--- src/design/tbb_pkg.sv ---
// ---------------------------------------------------------------------------
// tbb_pkg: shared definitions for the tint blend blit pixel unit
// Field widths, channel constants and configuration register indexes.
// ---------------------------------------------------------------------------
package tbb_pkg;

  // color channel width and full-scale value
  localparam int CH_BITS = 8;
  localparam logic [CH_BITS-1:0] CH_MAX = {CH_BITS{1'b1}};

  // coordinate and dimension widths
  localparam int COORD_BITS = 11;
  localparam int DIM_BITS   = 12;
  localparam int POS_BITS   = DIM_BITS + 2;
  localparam int MAX_DIM    = 2048;
  localparam logic [DIM_BITS-1:0] MAX_DIM_V = DIM_BITS'(MAX_DIM);

  // stream word widths, rounded up to whole bytes
  localparam int S_FIELDS_W = 2 * COORD_BITS + 4 * CH_BITS;
  localparam int S_TDATA_W  = ((S_FIELDS_W + 7) / 8) * 8;
  localparam int M_FIELDS_W = 2 * COORD_BITS + 3 * CH_BITS;
  localparam int M_TDATA_W  = ((M_FIELDS_W + 7) / 8) * 8;

  // configuration port
  localparam int CFG_DATA_W = 3 * CH_BITS;

  typedef enum logic [2:0] {
    CFG_TINT_COLOR    = 3'd0,
    CFG_TINT_AMOUNT   = 3'd1,
    CFG_DEST_X        = 3'd2,
    CFG_DEST_Y        = 3'd3,
    CFG_TARGET_WIDTH  = 3'd4,
    CFG_TARGET_HEIGHT = 3'd5,
    CFG_SOURCE_WIDTH  = 3'd6,
    CFG_FLIP          = 3'd7
  } cfg_reg_t;

endpackage

--- src/design/tint_blend_blit_pixel_unit.sv ---
// ---------------------------------------------------------------------------
// tint_blend_blit_pixel_unit: per-pixel sprite blit with tint and alpha test
// Places each source pixel at the destination offset (optionally mirrored),
// clips it to the target, drops non-opaque pixels and blends toward a tint.
//
//   channel | dir | handshake          | content
//   s_*     | in  | s_tvalid/s_tready  | source pixel word and coordinates
//   m_*     | out | m_tvalid/m_tready  | placed, blended pixel; tuser = write
//   cfg_*   | in  | cfg_wen            | register index and write data
//
// One word is accepted per cycle while m_* is not stalled; an accepted word is
// taken into the input register and then moves into the result register, which
// drives m_tvalid. Placement, clipping and the three channel blends sit
// between those two registers. A stall on m_* holds both registers and backs
// up into s_tready. Reset (synchronous) empties both stages and loads the
// register defaults.
// ---------------------------------------------------------------------------
module tint_blend_blit_pixel_unit (
  input  logic                             clk,
  input  logic                             rst,
  // src_col[10:0], src_row[21:11], in_red[29:22], in_green[37:30],
  // in_blue[45:38], in_alpha[53:46], zero fill
  input  logic [tbb_pkg::S_TDATA_W-1:0]    s_tdata,
  input  logic                             s_tvalid,
  output logic                             s_tready,
  // out_col[10:0], out_row[21:11], out_red[29:22], out_green[37:30],
  // out_blue[45:38], zero fill
  output logic [tbb_pkg::M_TDATA_W-1:0]    m_tdata,
  // write_enable[0]
  output logic                             m_tuser,
  output logic                             m_tvalid,
  input  logic                             m_tready,
  input  logic                             cfg_wen,
  input  tbb_pkg::cfg_reg_t                cfg_index,
  input  logic [tbb_pkg::CFG_DATA_W-1:0]   cfg_wdata
);
  import tbb_pkg::*;

  // configuration registers
  logic [3*CH_BITS-1:0]  tint_color;
  logic [CH_BITS-1:0]    tint_amount;
  logic signed [DIM_BITS-1:0] dest_x;
  logic signed [DIM_BITS-1:0] dest_y;
  logic [DIM_BITS-1:0]   target_width;
  logic [DIM_BITS-1:0]   target_height;
  logic [DIM_BITS-1:0]   source_width;
  logic                  flip_horizontal;

  // input stage
  logic                  s1_valid;
  logic [COORD_BITS-1:0] s1_col;
  logic [COORD_BITS-1:0] s1_row;
  logic [CH_BITS-1:0]    s1_red;
  logic [CH_BITS-1:0]    s1_green;
  logic [CH_BITS-1:0]    s1_blue;
  logic [CH_BITS-1:0]    s1_alpha;

  // datapath between the stages
  logic                  out_load;
  logic signed [POS_BITS-1:0] pos_col;
  logic signed [POS_BITS-1:0] pos_row;
  logic [DIM_BITS-1:0]   tw_sat;
  logic [DIM_BITS-1:0]   th_sat;
  logic                  col_in;
  logic                  row_in;
  logic                  write_next;
  logic [CH_BITS-1:0]    red_blend;
  logic [CH_BITS-1:0]    green_blend;
  logic [CH_BITS-1:0]    blue_blend;
  logic [M_TDATA_W-1:0]  tdata_next;

  // write configuration registers
  always_ff @(posedge clk) begin
    if (rst) begin
      tint_color      <= '0;
      tint_amount     <= '0;
      dest_x          <= '0;
      dest_y          <= '0;
      target_width    <= MAX_DIM_V;
      target_height   <= MAX_DIM_V;
      source_width    <= DIM_BITS'(1);
      flip_horizontal <= 1'b0;
    end else if (cfg_wen) begin
      unique case (cfg_index)
        CFG_TINT_COLOR:    tint_color      <= cfg_wdata[3*CH_BITS-1:0];
        CFG_TINT_AMOUNT:   tint_amount     <= cfg_wdata[CH_BITS-1:0];
        CFG_DEST_X:        dest_x          <= cfg_wdata[DIM_BITS-1:0];
        CFG_DEST_Y:        dest_y          <= cfg_wdata[DIM_BITS-1:0];
        CFG_TARGET_WIDTH:  target_width    <= cfg_wdata[DIM_BITS-1:0];
        CFG_TARGET_HEIGHT: target_height   <= cfg_wdata[DIM_BITS-1:0];
        CFG_SOURCE_WIDTH:  source_width    <= cfg_wdata[DIM_BITS-1:0];
        CFG_FLIP:          flip_horizontal <= cfg_wdata[0];
        default: ;
      endcase
    end
  end

  // advance when the result register is free or being drained
  assign out_load = !m_tvalid || m_tready;
  assign s_tready = !s1_valid || out_load;

  // capture input word
  always_ff @(posedge clk) begin
    if (rst) begin
      s1_valid <= 1'b0;
    end else if (s_tready) begin
      s1_valid <= s_tvalid;
    end
  end

  always_ff @(posedge clk) begin
    if (s_tready && s_tvalid) begin
      s1_col   <= s_tdata[COORD_BITS-1:0];
      s1_row   <= s_tdata[2*COORD_BITS-1:COORD_BITS];
      s1_red   <= s_tdata[2*COORD_BITS+CH_BITS-1:2*COORD_BITS];
      s1_green <= s_tdata[2*COORD_BITS+2*CH_BITS-1:2*COORD_BITS+CH_BITS];
      s1_blue  <= s_tdata[2*COORD_BITS+3*CH_BITS-1:2*COORD_BITS+2*CH_BITS];
      s1_alpha <= s_tdata[2*COORD_BITS+4*CH_BITS-1:2*COORD_BITS+3*CH_BITS];
    end
  end

  // place the pixel, mirroring the column when flip is set
  always_comb begin
    if (flip_horizontal) begin
      pos_col = POS_BITS'(dest_x) + $signed({2'b00, source_width})
              - POS_BITS'(1) - $signed({{(POS_BITS-COORD_BITS){1'b0}}, s1_col});
    end else begin
      pos_col = POS_BITS'(dest_x)
              + $signed({{(POS_BITS-COORD_BITS){1'b0}}, s1_col});
    end
    pos_row = POS_BITS'(dest_y)
            + $signed({{(POS_BITS-COORD_BITS){1'b0}}, s1_row});
  end

  // clip against the saturated target size
  assign tw_sat = (target_width  > MAX_DIM_V) ? MAX_DIM_V : target_width;
  assign th_sat = (target_height > MAX_DIM_V) ? MAX_DIM_V : target_height;
  assign col_in = !pos_col[POS_BITS-1] &&
                  (pos_col[POS_BITS-2:0] < {1'b0, tw_sat});
  assign row_in = !pos_row[POS_BITS-1] &&
                  (pos_row[POS_BITS-2:0] < {1'b0, th_sat});
  assign write_next = (s1_alpha == CH_MAX) && col_in && row_in;

  // blend each channel toward the tint
  tbb_blend u_blend_red (
    .pix     (s1_red),
    .tint    (tint_color[3*CH_BITS-1:2*CH_BITS]),
    .amt     (tint_amount),
    .blended (red_blend)
  );

  tbb_blend u_blend_green (
    .pix     (s1_green),
    .tint    (tint_color[2*CH_BITS-1:CH_BITS]),
    .amt     (tint_amount),
    .blended (green_blend)
  );

  tbb_blend u_blend_blue (
    .pix     (s1_blue),
    .tint    (tint_color[CH_BITS-1:0]),
    .amt     (tint_amount),
    .blended (blue_blend)
  );

  // pack the result word; a dropped pixel carries all zeros
  always_comb begin
    tdata_next = '0;
    if (write_next) begin
      tdata_next[M_FIELDS_W-1:0] = {blue_blend, green_blend, red_blend,
                                    pos_row[COORD_BITS-1:0],
                                    pos_col[COORD_BITS-1:0]};
    end
  end

  // result register
  always_ff @(posedge clk) begin
    if (rst) begin
      m_tvalid <= 1'b0;
    end else if (out_load) begin
      m_tvalid <= s1_valid;
    end
  end

  always_ff @(posedge clk) begin
    if (out_load && s1_valid) begin
      m_tdata <= tdata_next;
      m_tuser <= write_next;
    end
  end

  // a dropped pixel never carries coordinates or color
  a_drop_zero: assert property (@(posedge clk) disable iff (rst)
    (m_tvalid && !m_tuser) |-> (m_tdata == '0))
    else $error("dropped pixel with nonzero payload");

  // an accepted word always occupies the input stage next cycle
  a_accept_fills: assert property (@(posedge clk) disable iff (rst)
    (s_tvalid && s_tready) |=> s1_valid)
    else $error("accepted word lost at input stage");

  // a stalled input stage keeps its word
  a_stage_hold: assert property (@(posedge clk) disable iff (rst)
    (s1_valid && !out_load) |=> s1_valid)
    else $error("input stage dropped a stalled word");

  // a word moved into the result register is presented next cycle
  a_result_shown: assert property (@(posedge clk) disable iff (rst)
    (s1_valid && out_load) |=> m_tvalid)
    else $error("result register did not present a loaded word");

endmodule

--- src/design/tbb_blend.sv ---
// ---------------------------------------------------------------------------
// tbb_blend: one color channel blended toward the tint
// out = (p*(MAX-amt) + t*amt + MAX/2) / MAX, rounded down, MAX = 2^CH_BITS-1.
// The division by MAX is a reciprocal estimate with a single correction.
// ---------------------------------------------------------------------------
module tbb_blend (
  input  logic [tbb_pkg::CH_BITS-1:0] pix,
  input  logic [tbb_pkg::CH_BITS-1:0] tint,
  input  logic [tbb_pkg::CH_BITS-1:0] amt,
  output logic [tbb_pkg::CH_BITS-1:0] blended
);
  import tbb_pkg::*;

  localparam int AW = 2 * CH_BITS + 1;

  logic [CH_BITS-1:0]   inv_amt;
  logic [2*CH_BITS-1:0] prod_pix;
  logic [2*CH_BITS-1:0] prod_tint;
  logic [AW-1:0]        acc;
  logic [AW-1:0]        quot_est;
  logic [AW-1:0]        rem;
  logic [AW-1:0]        quot;

  // weighted sum with rounding offset
  assign inv_amt   = CH_MAX - amt;
  assign prod_pix  = {{CH_BITS{1'b0}}, pix}  * {{CH_BITS{1'b0}}, inv_amt};
  assign prod_tint = {{CH_BITS{1'b0}}, tint} * {{CH_BITS{1'b0}}, amt};
  assign acc = {1'b0, prod_pix} + {1'b0, prod_tint} + AW'(CH_MAX >> 1);

  // estimate acc/MAX from below, then fix up by at most one
  assign quot_est = (acc + (acc >> CH_BITS)) >> CH_BITS;
  assign rem      = acc - ((quot_est << CH_BITS) - quot_est);
  assign quot     = (rem >= AW'(CH_MAX)) ? quot_est + AW'(1) : quot_est;
  assign blended  = quot[CH_BITS-1:0];

endmodule
--- config.mk ---
export PLATFORM = sky130hd
export DESIGN_NAME = tint_blend_blit_pixel_unit
export DESIGN_NICKNAME = d
export VERILOG_FILES = /design/src/design/tbb_pkg.sv /design/src/design/tint_blend_blit_pixel_unit.sv /design/src/design/tbb_blend.sv
export SDC_FILE = /design/constraint.sdc
export NUM_CORES = 1
export LEC_CHECK = 0
export BUFFER_PORTS_ARGS = -buffer_cell sky130_fd_sc_hd__buf_2
export CAP_MARGIN = 40
export CELL_PAD_IN_SITES_DETAIL_PLACEMENT = 0
export CELL_PAD_IN_SITES_GLOBAL_PLACEMENT = 2
export CORE_MARGIN = 1
export CORE_UTILIZATION = 37
export DETAILED_ROUTE_END_ITERATION = 8
export PLACE_DENSITY_LB_ADDON = 0.1
export SLEW_MARGIN = 20
export SYNTH_ARGS = -nofsm -noshare
export SYNTH_HDL_FRONTEND = slang
export SYNTH_HIERARCHICAL = 1
export SYNTH_SLANG_ARGS = --single-unit
--- constraint.sdc ---
create_clock -name clk -period 11.15 [get_ports clk]
set_input_delay 0.5575 -clock clk [delete_from_list [all_inputs] [get_ports clk]]
set_output_delay 0.5575 -clock clk [all_outputs]
set_load 0.02 [all_outputs]
; ---- After elaboration in Yosys (flattened, before gate mapping)
; Index checks and enable logic that the tools add are counted.
[totals]
register_bits = 196
in_bits = 88
out_inout_bits = 51
elab_cells = 90
[classes]
addsub = 24
mul = 6
magnitude_cmp = 7
eq_ne = 8
n_mux = 6
reduce_logical = 21
[ops]
columns = cell, n
row1 = $mul A8 B8 Y16, 6
row2 = $add A16 B16 Y17, 3
row3 = $add A17 B7 Y17 const B, 3
row4 = $add A17 B9 Y17, 3
row5 = $ge A17 B8 Y1 const B, 3
row6 = $sub A17 B17 Y17, 3
row7 = $sub A17 B9 Y17, 3
row8 = $add A12 B12 Y13, 2
row9 = $lt A13 B12 Y1, 2
row10 = $add A8 B1 Y8 const B, 3
row11 = $gt A12 B12 Y1 const B, 2
row12 = $mux W12, 2
row13 = $mux W8, 3
row14 = $reduce_and A2 Y1, 8
row15 = $add A12 B13 Y14, 1
row16 = $mux W14, 1
row17 = $sub A14 B12 Y14, 1
row18 = $sub A14 B2 Y14 const B, 1
row19 = $eq A3 B3 Y1 const B, 4
row20 = $eq A8 B8 Y1 const B, 1
row21 = $sub A8 B8 Y8 const A, 1
row22 = $eq A3 B2 Y1 const B, 2
row23 = $logic_and A1 B1 Y1, 6
row24 = $logic_not A1 Y1, 4
row25 = 3 further kinds, 4

; ---- Depth between registers and ports, before layout
[logic_depth]
word_depth = 9
ltp_mapped = 50
ltp_nobuf = 48

; ---- Hierarchy
; Netlist, hierarchy kept.
[modules_own_cells]
columns = mod, instances, cells_per_inst, area_per_inst_um2, seq_area_each_um2
row1 = tint_blend_blit_pixel_unit, 1, 960, 9455.3, 4934.7
row2 = tbb_blend at u_blend_green, 1, 781, 6459.9, 0.0
row3 = tbb_blend at u_blend_red, 1, 749, 6448.7, 0.0
row4 = tbb_blend at u_blend_blue, 1, 764, 6398.6, 0.0

; ---- Least setup slack after synthesis
; OpenSTA, ideal clock, no wires.
[synth_timing]
path_type = register -> register
from = register tint_amount[6]
to = register m_tdata[39] in the netlist's numbering (data pin)
setup_time_ps = 255
t_arrival_ps = 11103
required_ps = 10895
path_slack_ps = -208
path_stages_with_launch = 39
path_buffers = 2
synth_period_minus_slack_ps = 11358
cell_sequence = dfxtp_1 -> clkbuf_1 -> and2_1 -> fa_1 -> fa_1 -> fa_1 -> fa_1 -> fa_1 -> inv_1 -> fa_1 -> inv_1 -> ha_1 -> clkbuf_1 -> a21o_1 -> or2_1 -> or2_2 -> a211oi_1 -> nor2_1 -> (+3 left out) -> or3_1 -> o211ai_1 -> or4b_1 -> and3_1 -> maj3_1 -> nor4_1 -> ha_1 -> or2_2 -> ha_1 -> or4_1 -> o211a_1 -> o211ai_1 -> mux2i_1 -> nand2_1 -> or4_4 -> a21oi_4 -> mux2_1 -> and2_1
[synth_between]
elab_chain_cells = 9
word_cells_on_any_way = 11
cone_classes = add/sub (7) / mul (2) / order compare (1) / mux (1)
[synth_lines]
columns = element, line
row1 = from (decl), tint_blend_blit_pixel_unit.sv:41  ; logic [CH_BITS-1:0] tint_amount;
row2 = from (signal assigned), tint_blend_blit_pixel_unit.sv:86  ; CFG_TINT_AMOUNT: tint_amount <= cfg_wdata[CH_BITS-1:0];
row3 = $sub A8 B8 Y8, tbb_blend.sv:25  ; assign inv_amt = CH_MAX - amt;
row4 = $mul A8 B8 Y16, tbb_blend.sv:26  ; assign prod_pix = {{CH_BITS{1'b0}}, pix} * {{CH_BITS{1'b0}}, inv_amt};
row5 = $add A16 B16 Y17 (*), tbb_blend.sv:28  ; assign acc = {1'b0, prod_pix} + {1'b0, prod_tint} + AW'(CH_MAX >> 1);
row6 = $add A17 B7 Y17 (*), tbb_blend.sv:28
row7 = $add A17 B9 Y17, tbb_blend.sv:31  ; assign quot_est = (acc + (acc >> CH_BITS)) >> CH_BITS;
row8 = $sub A17 B9 Y17, tbb_blend.sv:32  ; assign rem = acc - ((quot_est << CH_BITS) - quot_est);
row9 = $sub A17 B17 Y17, tbb_blend.sv:32
row10 = $ge A17 B8 Y1, tbb_blend.sv:33  ; assign quot = (rem >= AW'(CH_MAX)) ? quot_est + AW'(1) : quot_est;
row11 = $mux W8 (*), tbb_blend.sv:33
row12 = net blue_blend[1], tint_blend_blit_pixel_unit.sv:69  ; logic [CH_BITS-1:0] blue_blend;
row13 = to (signal assigned), tint_blend_blit_pixel_unit.sv:187  ; m_tdata <= tdata_next;
row14 = to (decl), tint_blend_blit_pixel_unit.sv:28  ; output logic [tbb_pkg::M_TDATA_W-1:0] m_tdata,
; The timed path passes the listed nets; every way through them passes the cells marked *.
; A chain may end at the register's enable or synchronous reset.

; ---- Worst setup path in the final report
[layout_timing]
from = register tint_amount[2]
to = register m_tdata[39] in the netlist's numbering (data pin)
; Same word-level chain as after synthesis.

==> flow_summary.ini <==
[die]
die_area_um2 = 78860
ios = 139
die_w_um = 280.8
rows = 101
initial_core_util = 0.3762
die_h_um = 280.8
core_um2 = 76450

[sta]
max_freq_mhz = 91.13
period_needed_ns = 10.97
setup_slack_ns = 0.1766
rsz0062_at_grt = yes
worstMarginPinSlew_ns = 0.8691
setup_viol = 0
fin_skew_ns = 0.01502
finalMaxSlewViolations = 0
hold_violations = 0
fin_crit_sh = 0.9842
max_slew_margin = 0.4132
setup_tns_ns = 0

[run_status]
status = completed

[logic_synthesis]
seq_area_frac_synth = 0.1716
syn_area_um2 = 28760
ys_top_cells_by_area = fa_1 23%, ha_1 15%, edfxtp_1 11%
yosys_warnings = 6
synth_top_area_cell = fa_1
netlist_instances = 3254
ys_ff_latch = 196
avgSynthCellArea_um2 = 8.839
synth_flop_cell = edfxtp_1
async_flop_share = 0
netlist.area_leader.share = 0.2297
synth-edff-count = 101
synth_cell_types = 124

[final_layout]
fill_cells = 7607
final_common_cell = inv_1
area_delta_synth_final_pct = 19.97
seqCellArea_um2 = 4977
layout_common_cells = 567 x inv_1, 374 x nand2_1, 329 x ha_1
fin_nets = 4418
multiInputGateArea_um2 = 22110
final_cell_area_um2 = 34510
fin_util = 0.4513
drive_above_1_share = 0.1934

[placement]
portBuffers = 134
gp_congestion = 0.8313
dp.final_hpwl_um = 64200
pre_cts_slack_ns = -0.2505
dpl_cell_area_um2 = 32590

[clock_tree]
cts_buffer_depth = 2
clk_pin_slew_ns = 0.09
cts_max_level = 4
clock_latency_ns = 0.50
cts_root_buf = clkbuf_16
numCtsBuffers = 17
tritoncts = yes
cts_sinks = 196

[drt]
wire_per_inst_um = 16.67
drt_first_pass_iters = 5
route.antenna.remaining_nets = 0
vias = 22830
vias_per_cell = 4.866
routed_wl_um = 78220
drc = 0
initialDrtViolationCount = 912

[worst_setup_path]
path_class = reg -> reg
cp_data_required_time_ns = 11.40
cp_slowest_cell = fa_1
cp-end-kind = flip-flop
max_stage_delay_ns = 0.58
worst-path-max-fanout = 7
arrival_ns = 11.22
path_common_cell = fa_1
start_kind = flip-flop

[run]
drv_cap = 0

[global_routing]
grt_use_met3 = 0.02361
grt_max_degree = 64
busiest_layer = met2
grt_pass1_wl_um = 125700
grt_overflow_total = 0
gr-usage-all-layers = 0.2021
grt.met2_usage = 0.3547
antenna_found_initial = 4
grt_pass1_vias = 23740
use_met1 = 0.2638

[hold_path]
min_path_type = in -> reg
## what timing repair did
| item | CTS | global route |
|---|---|---|
| pin swaps | 25 | 103 |
| cloned | 0 | 2 |
| endpoints found under the setup margin | 21 | 24 |
| resized for setup | 43 | 183 |
| buffers inserted | 8 | 26 |
| hold buffers | 0 | 0 |
## final cells by class
type	count	area share
Antenna cell	1	0.00007252
Clock buffer	17	0.01233
Clock inverter	15	0.005620
Inverter	583	0.06353
Multi-Input combinational cell	2394	0.6407
Sequential cell	196	0.1442
Tap cell	1030	0.03735
Timing Repair Buffer	455	0.09612
## synth_stat cells (7+ instances only)
cell	count
xor2_1	27
o21ai_0	64
a21oi_2	8
or4_1	10
nor2b_1	118
o211ai_1	17
nor3_1	43
and2_1	166
or2_2	10
a21o_1	32
o21bai_1	10
dfxtp_1	95
o21a_1	18
xnor2_1	92
a211oi_1	12
nand3_1	31
a21oi_1	188
clkbuf_1	66
fa_1	330
o2111ai_1	7
nand4_1	27
o21ai_1	11
ha_1	353
a31oi_1	9
nand2b_1	121
edfxtp_1	101
and3_1	18
or3_1	11
nor4_1	8
nor2_1	101
inv_1	580
nand2_1	375
mux2i_1	9
buf_2	7
## logic make-up after synthesis
logic type / share of synthesized area
AOI/OAI and AO/OA: 0.1130
xor gates and xnor gates: 0.04041
adders and majority gates: 0.3839
buffers and inverters: 0.08883
DFF: 0.1716
muxes: 0.004785
other: 0.0001304
and+or+nand+nor: 0.1974
## state kept, by name (all words and copies together), names as in the netlist
register	flops
dest_x	12
dest_y	12
flip_horizontal	1
m_tdata	46
m_tuser	1
m_tvalid	1
s1_alpha	8
s1_blue	8
s1_col	11
s1_green	8
s1_red	8
s1_row	11
s1_valid	1
source_width	12
target_height	12
target_width	12
tint_amount	8
tint_color	24
## critical path: cells and delay by family (launching register included)
| kind | cells | cell delay [ns] |
|---|---|---|
| flip-flops | 1 | 0.38 |
| AND/OR/NAND/NOR | 14 | 2.83 |
| multiplexers | 2 | 0.55 |
| AO/OA/AOI/OAI | 7 | 1.74 |
| adder cells (fa/ha/maj) | 12 | 4.71 |
| buffers and inverters | 6 | 0.51 |
## routing by layer
layer	wire length [um]	vias up
li1	-	11340
met1	36440	11160
met2	38670	266
met3	1956	57
met4	1121	6
met5	37	-
## worst paths after layout
kind / from / endpoint / slack (ns) / depth (start not counted)
min: s_tdata[25] / s1_red[3] / 0.23 / 1
max reg2reg: tint_amount[2] / m_tdata[39] / 0.18 / 41
min reg2reg: source_width[4] / source_width[4] / 0.46 / 2
max: tint_amount[2] / m_tdata[39] / 0.18 / 41
## per-stage QoR
stage	hold WS, ns	instances
6_report	0.2273	4691
5_1_grt	0.1979	4691
4_1_cts	0.1838	4663
3_5_place_dp	0.4482	4623
3_3_place_gp	0.4438	4619
2_1_floorplan	0.4330	3255
Power is not shown: default switching activity piles up to over one toggle a cycle in this logic, so the estimate is an artifact.
